**src/rtl/core/b64lb_pkg.sv**
```systemverilog
// shared types, constants and alphabet lookup for the base64 line-break encoder
`default_nettype none
package b64lb_pkg;

	localparam logic [7:0] GPL_RESET = 8'd19;
	localparam logic [7:0] CH_PAD    = 8'd61;
	localparam logic [7:0] CH_CR     = 8'd13;
	localparam logic [7:0] CH_LF     = 8'd10;
	localparam int         QDEPTH    = 2;

	// position of the next byte within its three-byte group
	typedef enum logic [2:0] {
		PH_FIRST  = 3'b001,
		PH_SECOND = 3'b010,
		PH_THIRD  = 3'b100
	} phase_t;

	typedef struct packed {
		logic [7:0] in_byte;
		logic       is_last;
	} in_item_t;

	typedef struct packed {
		logic [7:0] out_char;
		logic       out_last;
	} out_item_t;

	// characters caused by one byte, emitted from index 0 up to last_idx
	typedef struct packed {
		logic [3:0][7:0] chars;
		logic [1:0]      last_idx;
		logic            msg_last;
	} job_t;

	function automatic logic [7:0] sym(input logic [5:0] v);
		logic [7:0] r;
		if (v < 6'd26) begin
			r = 8'd65 + {2'b00, v};
		end else if (v < 6'd52) begin
			r = 8'd71 + {2'b00, v};
		end else if (v < 6'd62) begin
			r = 8'd48 + {2'b00, v - 6'd52};
		end else if (v == 6'd62) begin
			r = 8'd43;
		end else begin
			r = 8'd47;
		end
		return r;
	endfunction

endpackage
`default_nettype wire

```
**src/rtl/core/b64lb_front.sv**
```systemverilog
// front end: takes bytes, tracks group and line position, builds character jobs
`default_nettype none
module b64lb_front (
	input  wire logic                clk,
	input  wire logic                arst_n,
	input  wire logic                cfg_we,
	input  wire logic [7:0]          cfg_wdata,
	input  wire logic                take,
	input  wire b64lb_pkg::in_item_t item,
	output b64lb_pkg::job_t          job
);

	logic [7:0]        gpl_q;
	b64lb_pkg::phase_t phase_q;
	logic [3:0]        carry_q;
	logic [7:0]        line_q;

	b64lb_pkg::phase_t phase_d;
	logic [3:0]        carry_d;
	logic [7:0]        line_d;
	logic [7:0]        line_inc;
	logic [7:0]        b;

	assign b        = item.in_byte;
	assign line_inc = line_q + 8'd1;

	always_comb begin
		job          = '0;
		job.msg_last = item.is_last;
		phase_d      = phase_q;
		carry_d      = carry_q;
		line_d       = line_q;
		case (phase_q)
			b64lb_pkg::PH_SECOND: begin
				job.chars[0] = b64lb_pkg::sym({carry_q[1:0], b[7:4]});
				job.chars[1] = b64lb_pkg::sym({b[3:0], 2'b00});
				job.chars[2] = b64lb_pkg::CH_PAD;
				job.last_idx = item.is_last ? 2'd2 : 2'd0;
				carry_d      = b[3:0];
				phase_d      = b64lb_pkg::PH_THIRD;
			end
			b64lb_pkg::PH_THIRD: begin
				job.chars[0] = b64lb_pkg::sym({carry_q, b[7:6]});
				job.chars[1] = b64lb_pkg::sym(b[5:0]);
				job.chars[2] = b64lb_pkg::CH_CR;
				job.chars[3] = b64lb_pkg::CH_LF;
				carry_d      = 4'd0;
				phase_d      = b64lb_pkg::PH_FIRST;
				if (line_inc == gpl_q) begin
					job.last_idx = 2'd3;
					line_d       = 8'd0;
				end else begin
					job.last_idx = 2'd1;
					line_d       = line_inc;
				end
			end
			default: begin
				// first byte of a group; any illegal code is handled the same way
				job.chars[0] = b64lb_pkg::sym(b[7:2]);
				job.chars[1] = b64lb_pkg::sym({b[1:0], 4'b0000});
				job.chars[2] = b64lb_pkg::CH_PAD;
				job.chars[3] = b64lb_pkg::CH_PAD;
				job.last_idx = item.is_last ? 2'd3 : 2'd0;
				carry_d      = {2'b00, b[1:0]};
				phase_d      = b64lb_pkg::PH_SECOND;
			end
		endcase
		if (item.is_last) begin
			phase_d = b64lb_pkg::PH_FIRST;
			carry_d = 4'd0;
			line_d  = 8'd0;
		end
	end

	always_ff @(posedge clk or negedge arst_n) begin
		if (!arst_n) begin
			gpl_q   <= b64lb_pkg::GPL_RESET;
			phase_q <= b64lb_pkg::PH_FIRST;
			carry_q <= 4'd0;
			line_q  <= 8'd0;
		end else begin
			if (cfg_we) begin
				gpl_q <= cfg_wdata;
			end
			if (take) begin
				phase_q <= phase_d;
				carry_q <= carry_d;
				line_q  <= line_d;
			end
		end
	end

endmodule
`default_nettype wire

```
**src/rtl/core/b64lb_queue.sv**
```systemverilog
// two-entry job queue between front and back
`default_nettype none
module b64lb_queue (
	input  wire logic             clk,
	input  wire logic             arst_n,
	input  wire logic             push,
	input  wire b64lb_pkg::job_t  push_job,
	output logic                  full,
	input  wire logic             pop,
	output logic                  avail,
	output b64lb_pkg::job_t       head
);

	localparam int PW = $clog2(b64lb_pkg::QDEPTH);

	b64lb_pkg::job_t      mem_q [b64lb_pkg::QDEPTH];
	logic [PW-1:0]        wr_q;
	logic [PW-1:0]        rd_q;
	logic [PW:0]          cnt_q;
	logic                 do_push;
	logic                 do_pop;

	assign full    = (cnt_q == (PW+1)'(b64lb_pkg::QDEPTH));
	assign avail   = (cnt_q != '0);
	assign head    = mem_q[rd_q];
	assign do_push = push && !full;
	assign do_pop  = pop && avail;

	always_ff @(posedge clk) begin
		if (do_push) begin
			mem_q[wr_q] <= push_job;
		end
	end

	always_ff @(posedge clk or negedge arst_n) begin
		if (!arst_n) begin
			wr_q  <= '0;
			rd_q  <= '0;
			cnt_q <= '0;
		end else begin
			if (do_push) begin
				wr_q <= wr_q + PW'(1);
			end
			if (do_pop) begin
				rd_q <= rd_q + PW'(1);
			end
			case ({do_push, do_pop})
				2'b10:   cnt_q <= cnt_q + (PW+1)'(1);
				2'b01:   cnt_q <= cnt_q - (PW+1)'(1);
				default: cnt_q <= cnt_q;
			endcase
		end
	end

endmodule
`default_nettype wire

```
**src/rtl/core/b64lb_back.sv**
```systemverilog
// back end: walks each job's characters into the output register
`default_nettype none
module b64lb_back (
	input  wire logic              clk,
	input  wire logic              arst_n,
	input  wire logic              q_avail,
	input  wire b64lb_pkg::job_t   q_head,
	output logic                   q_pop,
	output logic                   char_valid,
	input  wire logic              char_stall,
	output b64lb_pkg::out_item_t   char_item
);

	b64lb_pkg::job_t      job_q;
	logic                 busy_q;
	logic [1:0]           idx_q;
	logic                 ov_q;
	b64lb_pkg::out_item_t oitem_q;

	logic adv;
	logic done;

	// output register can take a new character
	assign adv   = !ov_q || !char_stall;
	assign done  = busy_q && adv && (idx_q == job_q.last_idx);
	assign q_pop = q_avail && (!busy_q || done);

	assign char_valid = ov_q;
	assign char_item  = oitem_q;

	always_ff @(posedge clk) begin
		if (q_pop) begin
			job_q <= q_head;
		end
		if (busy_q && adv) begin
			oitem_q.out_char <= job_q.chars[idx_q];
			oitem_q.out_last <= job_q.msg_last && (idx_q == job_q.last_idx);
		end
	end

	always_ff @(posedge clk or negedge arst_n) begin
		if (!arst_n) begin
			busy_q <= 1'b0;
			idx_q  <= 2'd0;
			ov_q   <= 1'b0;
		end else begin
			if (adv) begin
				ov_q <= busy_q;
			end
			if (q_pop) begin
				busy_q <= 1'b1;
				idx_q  <= 2'd0;
			end else if (done) begin
				busy_q <= 1'b0;
				idx_q  <= 2'd0;
			end else if (busy_q && adv) begin
				idx_q <= idx_q + 2'd1;
			end
		end
	end

endmodule
`default_nettype wire

```
**src/rtl/core/base64_encoder_line_breaks.sv**
```systemverilog
// top level of the base64 encoder with CR LF line breaks
//
//  channel  signals                               width  role
//  byte     byte_valid, byte_stall, byte_item      9     message bytes in, last flag
//  char     char_valid, char_stall, char_item      9     characters out, last flag
//  cfg      cfg_we, cfg_wdata                      8     groups per line, reset 19
//
// a byte is taken whenever the two-entry job queue has room
// the back end sends one character per cycle while char_stall is low; a byte yields
// one to four characters; sustained rate is set by the single character output port
// reset empties the queue and output register and clears group and line position
// a stall on the char side fills the queue, then raises byte_stall
`default_nettype none
module base64_encoder_line_breaks (
	input  wire logic                 clk,
	input  wire logic                 arst_n,
	input  wire logic                 byte_valid,
	output logic                      byte_stall,
	input  wire b64lb_pkg::in_item_t  byte_item,
	output logic                      char_valid,
	input  wire logic                 char_stall,
	output b64lb_pkg::out_item_t      char_item,
	input  wire logic                 cfg_we,
	input  wire logic [7:0]           cfg_wdata
);

	b64lb_pkg::job_t new_job;
	b64lb_pkg::job_t head_job;
	logic            q_full;
	logic            q_avail;
	logic            q_pop;
	logic            take;

	assign byte_stall = q_full;
	assign take       = byte_valid && !q_full;

	b64lb_front u_front (
		.clk       (clk),
		.arst_n    (arst_n),
		.cfg_we    (cfg_we),
		.cfg_wdata (cfg_wdata),
		.take      (take),
		.item      (byte_item),
		.job       (new_job)
	);

	b64lb_queue u_queue (
		.clk      (clk),
		.arst_n   (arst_n),
		.push     (take),
		.push_job (new_job),
		.full     (q_full),
		.pop      (q_pop),
		.avail    (q_avail),
		.head     (head_job)
	);

	b64lb_back u_back (
		.clk        (clk),
		.arst_n     (arst_n),
		.q_avail    (q_avail),
		.q_head     (head_job),
		.q_pop      (q_pop),
		.char_valid (char_valid),
		.char_stall (char_stall),
		.char_item  (char_item)
	);

endmodule
`default_nettype wire
```
**config.mk**
```make
export PLATFORM = sky130hd
export DESIGN_NAME = base64_encoder_line_breaks
export DESIGN_NICKNAME = d
export VERILOG_FILES = /design/src/rtl/core/b64lb_pkg.sv /design/src/rtl/core/b64lb_front.sv /design/src/rtl/core/b64lb_queue.sv /design/src/rtl/core/b64lb_back.sv /design/src/rtl/core/base64_encoder_line_breaks.sv
export SDC_FILE = /design/constraint.sdc
export NUM_CORES = 1
export LEC_CHECK = 0
export BUFFER_PORTS_ARGS = -buffer_cell sky130_fd_sc_hd__clkbuf_2
export CORE_ASPECT_RATIO = 1.4
export CORE_UTILIZATION = 30
export DETAILED_ROUTE_END_ITERATION = 12
export HOLD_SLACK_MARGIN = 0.1
export RECOVER_POWER = 25
export SETUP_SLACK_MARGIN = 0.15
export SLEW_MARGIN = 0
export SYNTH_ARGS = -nofsm -noshare
export SYNTH_HDL_FRONTEND = slang
export SYNTH_SLANG_ARGS = --single-unit
```
**constraint.sdc**
```tcl
create_clock -name clk -period 2.7 [get_ports clk]
set_input_delay 0.54 -clock clk [delete_from_list [all_inputs] [get_ports clk]]
set_output_delay 0.54 -clock clk [all_outputs]
set_load 0.005 [all_outputs]
```
==> qor.yml, run 1 <==
status:
  status: "finished, violations left"
  failed_checks: "max-capacitance violations, max-slew violations"
logic_synthesis:
  synth_area_um2: 6360
  synth.distinct_cells: 55
  muxShareOfSynthArea_pct: 9.02
  synth-main-ff-cell: "edfxtp_1"
  synthArstFlopShare_pct: 28.4
  ys_seq_elements: 109
  synth_seq_area_share_pct: 49.1
  synth_top_family_by_area: "compound AO/OA/AOI/OAI gates"
  avgSynthCellArea_um2: 10.5
  synth_cells: 606
  synth_xor_area_share_pct: 5.78
  synth_nets: 654
  synth-edff-count: 78
  synthSimpleGateAreaFrac_pct: 12.6
  synth_fa_ha_area_share_pct: 5.11
  synth_compound_area_share_pct: 14.6
  yosysWarnings: 0
global_routing:
  gr-usage-all-layers_pct: 13.2
  grt_pass1_wl_um: 23000
  grt_max_degree: 32
  grt_pass1_vias: 4659
  antenna_found_initial: 0
  gr-total-overflow: 0
clock_tree:
  htree_levels: 3
  cts_buffer_depth: 2
  clk_latency_ns: 0.35
  cts_tree: "done"
  hold_buffers: 0
  cts.sinks: 109
  cts_made_buffers: 9
  path_clk_slew_ns: 0.07
  root_buffer: "clkbuf_16"
worst_setup_path:
  required_ns: 2.94
  path_class: "reg -> reg"
  cp_max_fo: 7
  endpoint_kind: "flip-flop"
  startpoint_type: "flip-flop"
  arrival_ns: 2.71
floorplanning:
  num_rows: 62
  core_area_um2: 20600
  die_x_um: 125
  die_y_um: 174
  io_pins: 33
  initial_core_util_pct: 30.8
  die_area_um2: 21800
drt:
  totalWireLength_um: 13800
  wl_per_cell_um: 14.8
  drc: 0
  wl_met1_um: 5950
  highest_layer: "met4"
  antenna_left: 0
  drt_iter0_drc: 281
  route.vias.total: 4657
  met3_length_um: 268
  dr.pass1.iters: 6
  vias_per_cell: 5.02
  wl_met2_um: 7160
pwr:
  ir_drop_mv: 0.383
  total_leakage_power_uw: 0.00278
  p_per_area_nw_per_um2: 817
finish:
  instances_no_fill: 927
  final_layout_size_suffix_gt1_share_pct: 23.5
  fin_nets: 715
  insertedDiodeCount: 0
  fillCellCount: 2055
  syn_to_final_growth_pct: 16.3
timing:
  relSlewSlack_pct: -14.0
  final-setup-viol-count: 0
  period_minus_slack_ns: 2.47
  hold_viol: 0
  rsz0062_at_grt: "false"
  max_freq_ghz: 0.406
  fin_worst_skew_ns: 0.0113
  tightest_slew_ns: 1.71
  holdWs_ns: 0.400
  tns_ns: 0
  slew_viol_final: 32
  period_share_pct: 91.3
placement:
  gp_congestion: 0.883
  placedCellCount: 911
  portBuffers: 32
  post-dp-hpwl_um: 10400
flow_run:
  drv_cap: 1
min_path:
  min_path_type: "in -> reg"
[worst max-delay path: stages (launching register included)]
cell and delay (ns):
dfrtp_1 0.35, inv_1 0.09, or4_4 0.54, a2111o_1 0.42
or4_4 0.53, and2_1 0.19, a22o_1 0.23
[stage by stage]
stage / setup slack [ns] / util (%) / area, um^2 / total power (uW)
finish: 0.235 / 35.9 / 7400 / 6050
global route: 0.154 / 35.9 / 7400 / 6440
global placement: 0.0776 / 34.5 / 7130 / 4890
CTS: 0.179 / 35.8 / 7390 / 6130
detailed placement: 0.0425 / 34.5 / 7130 / 4920
floorplan: 0.136 / - / 6400 / 4240
[state kept, by name, indices dropped and copies added (netlist names)]
name,flops
u_queue.mem_q,46
u_back.idx_q,2
u_front.gpl_q,8
u_front.line_q,8
u_queue.rd_q,1
u_queue.wr_q,1
u_front.carry_q,4
u_back.char_valid,1
u_back.busy_q,1
u_queue.cnt_q,2
u_front.phase_q,3
u_back.job_q,23
u_back.char_item,9
[cell families (layout without fill, tap and decap cells)]
group	after synthesis	count (layout)
DFF	109	109
adders and majority gates	26	26
muxes	50	50
buffers and inverters	63	128
and+or+nand+nor	170	170
xor gates and xnor gates	42	42
AOI/OAI and AO/OA	146	146
[area by class of cell]
type | instances | area (um^2) | share of cell area (%)
flip-flops and latches | 109 | 3120 | 42.2
multi-input cells | 434 | 3030 | 40.9
repair buffers | 89 | 573 | 7.74
well taps | 256 | 320 | 4.33
clock buffers | 10 | 229 | 3.09
inverters | 24 | 90.1 | 1.22
clock inverters | 5 | 35.0 | 0.473
[cell usage in the layout (no fill, tap or decap), types with 6 or more instances in the layout]
cell type  synthesis  layout
nor3_1            24      24
inv_2              7       9
dfrtp_1           27      27
a211oi_1           6       6
o21ai_1           21      20
nand2_1           56      55
edfxtp_1          78      78
o211ai_1          10      10
clkbuf_2           0      29
mux2_2            35      35
nor2b_1            8       8
inv_1             16      15
a21oi_1           33      32
clkbuf_1          35       7
a21o_1             7       7
o21ai_0           25      25
nand2b_1           6       6
nor2_1            35      33
buf_4              0      54
nand3_1           14      13
clkbuf_16          0       9
o311ai_1           6       6
mux2i_1            9       9
ha_1              26      25
xor2_1            15      15
xnor2_1           27      27
[where the power goes]
part           internal (uW)  switching (uW)
registers               2520             186
logic                    915            1240
clock network            624             562
[path summary, 6_finish.rpt]
path / slack [ns] / startpoint / to / depth (start not counted)
min: 0.40 / cfg_wdata[4] / u_front.gpl_q[4] / 3
max reg2reg: 0.23 / u_front.line_q[6] / u_front.line_q[1] / 6
min reg2reg: 0.48 / u_front.phase_q[0] / u_front.phase_q[0] / 2
max: 0.23 / u_front.line_q[6] / u_front.line_q[1] / 6
max in group asynchronous: 1.07 / arst_n / u_back.idx_q[0] / 1
min in group asynchronous: 0.63 / arst_n / u_front.gpl_q[6] / 1
[synthesized netlist by cell type (6+ instances only)]
cell type / count / area (um^2)
mux2_2: 35 / 394
a21oi_1: 33 / 165
o21ai_0: 25 / 125
nor3_1: 24 / 120
inv_2: 7 / 26.3
nor2b_1: 8 / 50.1
edfxtp_1: 78 / 2340
mux2i_1: 9 / 90.1
inv_1: 16 / 60.1
a211oi_1: 6 / 45.0
xnor2_1: 27 / 236
nand3_1: 14 / 70.1
ha_1: 26 / 325
o211ai_1: 10 / 75.1
clkbuf_1: 35 / 131
nand2_1: 56 / 210
o21ai_1: 21 / 105
nand2b_1: 6 / 37.5
nor2_1: 35 / 131
xor2_1: 15 / 131
o311ai_1: 6 / 52.6
a21o_1: 7 / 52.6
dfrtp_1: 27 / 676
[what timing repair did]
item	CTS	global route
gates resized for setup	1	5
setup buffers	0	1
pin swaps	0	1
endpoints found under the setup margin	1	6
endpoints found under the hold margin	0	0
[metal layers]
layer  vias to the layer above  track usage [%]
li1                       2340                -
met1                      2223             15.5
met2                        72             23.7
met3                        22             1.14
met4                         0             6.76
met5                         -                0
Note: power is estimated with default switching activity, not from simulation.
==> run 2, diff against run 1 <==
Settings changed: CTS_CLUSTER_SIZE set to 28.
Clock period 2.7 ns to 2.4 ns, I/O delays scaled along.
==> qor.yml, run 2 (synthesized netlist as in run 1, its figures left out) <==
drt:
  wl_per_cell_um: 15.1
  route.vias.total: 4838
  antenna_left: 0
  dr.pass1.iters: 6
  vias_per_cell: 5.05
  drc: 0
  drt_iter0_drc: 280
  totalWireLength_um: 14400
worst_setup_path:
  path_cells: "nand3_2 > or4_4 > a2111o_1 > or4_4 > and2_4 > a22o_1"
  r2r_slack_ns: -0.01
  crit_path_max_incr_delay_ns: 0.54
  startpoint_type: "flip-flop"
  required_ns: 2.64
  endpoint_kind: "flip-flop"
  r2r-end: "u_front.line_q[1]"
  r2r-start: "u_front.line_q[1]"
  rr_worst_depth: 6
  arrival_ns: 2.65
  cpMaxStageDelayCell: "or4_4"
  path_class: "reg -> reg"
  cp_max_fo: 5
  cpMostUsedCell: "or4_4"
clock_tree:
  cts_made_buffers: 9
  cts.sinks: 109
  root_buffer: "clkbuf_16"
  hold_buffers: 0
  clk_latency_ns: 0.35
  cts_buffer_depth: 2
  htree_levels: 3
  cts_tree: "done"
  path_clk_slew_ns: 0.07
finish:
  instances_no_fill: 958
  largest_register: "u_queue.mem_q"
  fin_nets: 745
  layout_common_cells: "buf_4, edfxtp_1, nand2_1"
  largest_reg_flops: 46
  syn_to_final_growth_pct: 23.2
  final_layout_size_suffix_gt1_share_pct: 30.3
  insertedDiodeCount: 0
  layout_commonest_cell: "buf_4"
status:
  status: "finished, violations left"
  failed_checks: "max-capacitance violations, max-slew violations, negative setup slack"
timing:
  relSlewSlack_pct: -14.5
  tightest_slew_ns: 1.72
  rsz0062_at_grt: "true"
  final-setup-viol-count: 1
  period_share_pct: 101
  fin_worst_skew_ns: 0.00835
  tns_ns: -0.0144
  setup_ws_ns: -0.0144
  hold_viol: 0
  max_freq_ghz: 0.414
  period_minus_slack_ns: 2.41
  slew_viol_final: 32
global_routing:
  grt_max_degree: 32
  gr-total-overflow: 0
  gr-usage-all-layers_pct: 13.7
  antenna_found_initial: 0
  grt_pass1_wl_um: 23900
  grt_pass1_vias: 4797
floorplanning:
  die_x_um: 125
  initial_core_util_pct: 30.8
  die_area_um2: 21800
  num_rows: 62
  core_area_um2: 20600
  io_pins: 33
  die_y_um: 174
min_path:
  min_path_cells: 3
  min_from: "cfg_wdata[4]"
  min_path_type: "in -> reg"
  hold_path_end: "u_front.gpl_q[4]"
placement:
  post-dp-hpwl_um: 10700
  portBuffers: 32
  gp_congestion: 0.821
  placedCellCount: 938
flow_run:
  drv_cap: 1
pwr:
  p_per_area_nw_per_um2: 913
  ir_drop_mv: 0.436
  total_leakage_power_uw: 0.00296
==> run 2: cell types whose count changed in the layout (fill, tap and decap cells not counted), moves of 3 or more <==
cell      previous run  this run
inv_1               15        12
ha_4                 0         4
buf_4               54        85
a21oi_1             32        29
clkbuf_1             7         4
ha_1                25        19
==> run 2: per-stage QoR <==
stage / setup slack (ns) / hold WS [ns] / total power, uW / util (%) / area, um^2
after floorplan: -0.0465 / 0.184 / 4810 / - / 6560
after global placement: -0.107 / 0.460 / 5600 / 35.9 / 7410
final: -0.0144 / 0.335 / 7160 / 38.0 / 7840
after CTS: -0.0249 / 0.239 / 7180 / 37.6 / 7760
after detailed placement: -0.152 / 0.463 / 5650 / 35.9 / 7410
after global routing: -0.0899 / 0.355 / 7590 / 38.0 / 7840
==> run 2: where the power goes <==
part / switching (uW) / internal [uW] / total [uW]
sequential: 208 / 2830 / 3040
combinational: 1480 / 1140 / 2620
clock: 676 / 824 / 1500
==> run 2: worst max-delay path, delay by kind of cell (launching register included) <==
family | cells | cell delay, ns
simple gates | 4 | 1.33
compound gates | 2 | 0.60
flops | 1 | 0.36
==> run 2: worst max path at each step <==
stage | end | slack [ns] | from | depth (start not counted)
finish | u_front.line_q[1] | -0.01 | u_front.line_q[1] | 6
global route | u_front.line_q[1] | -0.09 | u_front.line_q[1] | 6
CTS | u_front.line_q[1] | -0.02 | u_front.line_q[1] | 6
detailed placement | u_queue.mem_q[1][7] | -0.15 | byte_item[6] | 8
global placement | u_queue.mem_q[0][7] | -0.11 | byte_item[6] | 8
floorplan | u_front.line_q[3] | -0.05 | u_front.line_q[2] | 7
==> run 2: timing repair <==
| action | CTS | global route |
|---|---|---|
| setup buffers | 2 | 1 |
| cloned | 1 | 0 |
| setup endpoints to repair | 16 | 20 |
| endpoints found under the hold margin | 0 | 0 |
| resized for setup | 7 | 24 |
| pin swaps | 2 | 5 |
==> run 2: layout make-up <==
type / count / area, um^2
inverter: 24 / 108
sequential: 109 / 3120
timing repair buffer: 118 / 811
multi-input combinational: 435 / 3170
fill: 2048 / 12800
tap: 256 / 320
clock inverter: 7 / 81.3
clock buffer: 9 / 225
==> run 2: metal layers <==
metal | part of all wire [%] | global-route usage (%) | up-vias
met5 | 0 | 0 | -
met4 | 2.4 | 5.95 | 0
met3 | 1.7 | 1.48 | 24
met2 | 53 | 25.0 | 57
met1 | 43 | 16.0 | 2338
li1 | - | - | 2419
==> run 3, diff against run 2 <==
==> constraint.sdc (replaced) <==
create_clock -name clk -period 2.4 [get_ports clk]
set_input_delay 0.12 -clock clk [delete_from_list [all_inputs] [get_ports clk]]
set_output_delay 0.12 -clock clk [all_outputs]
set_load 0.005 [all_outputs]
==> qor.yml, run 3 (synthesized netlist as in run 1, its figures left out) <==
placement:
  post-dp-hpwl_um: 10700
  placedCellCount: 921
  portBuffers: 32
  gp_congestion: 0.851
  place_ws_ns: -0.0393
drt:
  antenna_left: 0
  drt_iter0_drc: 273
  drc: 0
  vias_per_cell: 5.04
  totalWireLength_um: 14500
  route.vias.total: 4812
  wl_per_cell_um: 15.2
  dr.pass1.iters: 6
worst_setup_path:
  required_ns: 2.63
  path_class: "reg -> reg"
  crit_end: "u_front.line_q[1]"
  r2r-start: "u_front.line_q[0]"
  cp_max_fo: 5
  arrival_ns: 2.67
  r2r_slack_ns: -0.04
  worst_setup_path_startpoint: "u_front.line_q[0]"
  startpoint_type: "flip-flop"
  rr_worst_depth: 6
  endpoint_kind: "flip-flop"
  r2r-end: "u_front.line_q[1]"
pwr:
  seq_power_share_pct: 42.6
  totalPowerFinal_uw: 7100
  switching_power_uw: 2320
  p_per_area_nw_per_um2: 919
  clkPwrFrac_pct: 20.5
  ir_drop_mv: 0.386
  power_frac_comb_pct: 36.9
  total_leakage_power_uw: 0.00291
  internal_power_uw: 4780
  power.share.switching_pct: 32.7
timing:
  max_freq_ghz: 0.410
  rsz0062_at_grt: "true"
  slew_viol_final: 32
  period_minus_slack_ns: 2.44
  setup_ws_ns: -0.0362
  hold_viol: 0
  period_share_pct: 102
  relSlewSlack_pct: -16.7
  tns_ns: -0.0362
  final-setup-viol-count: 1
  tightest_slew_ns: 1.75
  fin_worst_skew_ns: 0.00787
  holdWs_ns: 0.197
finish:
  syn_to_final_growth_pct: 21.3
  insertedDiodeCount: 0
  largest_reg_flops: 46
  largest_register: "u_queue.mem_q"
  layout_common_cells: "edfxtp_1, buf_4, nand2_1"
  layout_commonest_cell: "edfxtp_1"
  instances_no_fill: 955
  fin_nets: 742
  final_layout_size_suffix_gt1_share_pct: 25.9
floorplanning:
  die_area_um2: 21800
  initial_core_util_pct: 30.8
  io_pins: 33
  num_rows: 62
  die_x_um: 125
  core_area_um2: 20600
  die_y_um: 174
global_routing:
  grt_max_degree: 32
  antenna_found_initial: 0
  grt_pass1_vias: 4846
  gr-usage-all-layers_pct: 14.0
  grt_pass1_wl_um: 24400
  gr-total-overflow: 0
clock_tree:
  htree_levels: 3
  path_clk_slew_ns: 0.07
  clk_latency_ns: 0.34
  cts_tree: "done"
  cts.sinks: 109
  cts_made_buffers: 9
  cts_buffer_depth: 2
  root_buffer: "clkbuf_16"
status:
  failed_checks: "max-capacitance violations, max-slew violations, negative setup slack"
  status: "finished, violations left"
flow_run:
  drv_cap: 1
min_path:
  min_path_type: "in -> reg"
[run 3: critical path, cell delays in order, from the launching register on]
cell and delay, ns:
dfrtp_1 0.36, nand3_2 0.09, or4_4 0.55, a2111o_1 0.40, or4_4 0.53, and2_4 0.17, a22o_1 0.22
[run 3: layout make-up]
cell class	instances	area (um^2)
Tap cell	256	320
Timing Repair Buffer	115	806
Multi-Input combinational cell	435	3090
Sequential cell	109	3120
Clock buffer	11	233
Inverter	24	90.1
Clock inverter	5	58.8
Fill cell	2030	12900
[run 3: how the worst min path moves through the flow]
stage | slack, ns | cells past startpoint | start | to
2_1_floorplan | -0.18 | 0 | arst_n | u_back.busy_q
3_3_place_gp | 0.26 | 1 | arst_n | u_front.gpl_q[5]
3_5_place_dp | 0.26 | 1 | arst_n | u_front.gpl_q[6]
4_1_cts | 0.18 | 2 | cfg_we | u_front.gpl_q[0]
5_1_grt | 0.20 | 2 | cfg_we | u_front.gpl_q[0]
6_report | 0.20 | 2 | cfg_we | u_front.gpl_q[6]
[run 3: per-layer routing]
metal	vias to the layer above	GRT usage [%]	part of all wire, %
met5	-	0	0
met4	0	6.81	3.2
met3	29	1.48	2.3
met2	79	26.0	53
met1	2302	15.8	42
li1	2402	-	-
[run 3: stage by stage]
| step | util, % | instance area, um^2 |
|---|---|---|
| after floorplan | - | 6410 |
| after global placement | 35.0 | 7220 |
| after detailed placement | 35.0 | 7220 |
| after CTS | 37.1 | 7660 |
| after global routing | 37.4 | 7720 |
| final | 37.4 | 7720 |
[run 3: what timing repair did]
action / 4_1_cts / 5_1_grt
cloned: 1 / 1
endpoints found under the hold margin: 39 / 0
setup buffers: 2 / 2
resized for setup: 4 / 11
setup endpoints to repair: 12 / 18
pin swaps: 3 / 4
hold buffers: 12 / 0
[run 3: power groups by stage]
stage / Sequential [uW] / Clock (uW) / Combinational [uW]
2_1_floorplan: 3030 / 0 / 1750
5_1_grt: 3080 / 1560 / 2920
4_1_cts: 3040 / 1500 / 2590
3_3_place_gp: 3050 / 0 / 2520
3_5_place_dp: 3070 / 0 / 2550
6_report: 3030 / 1450 / 2620
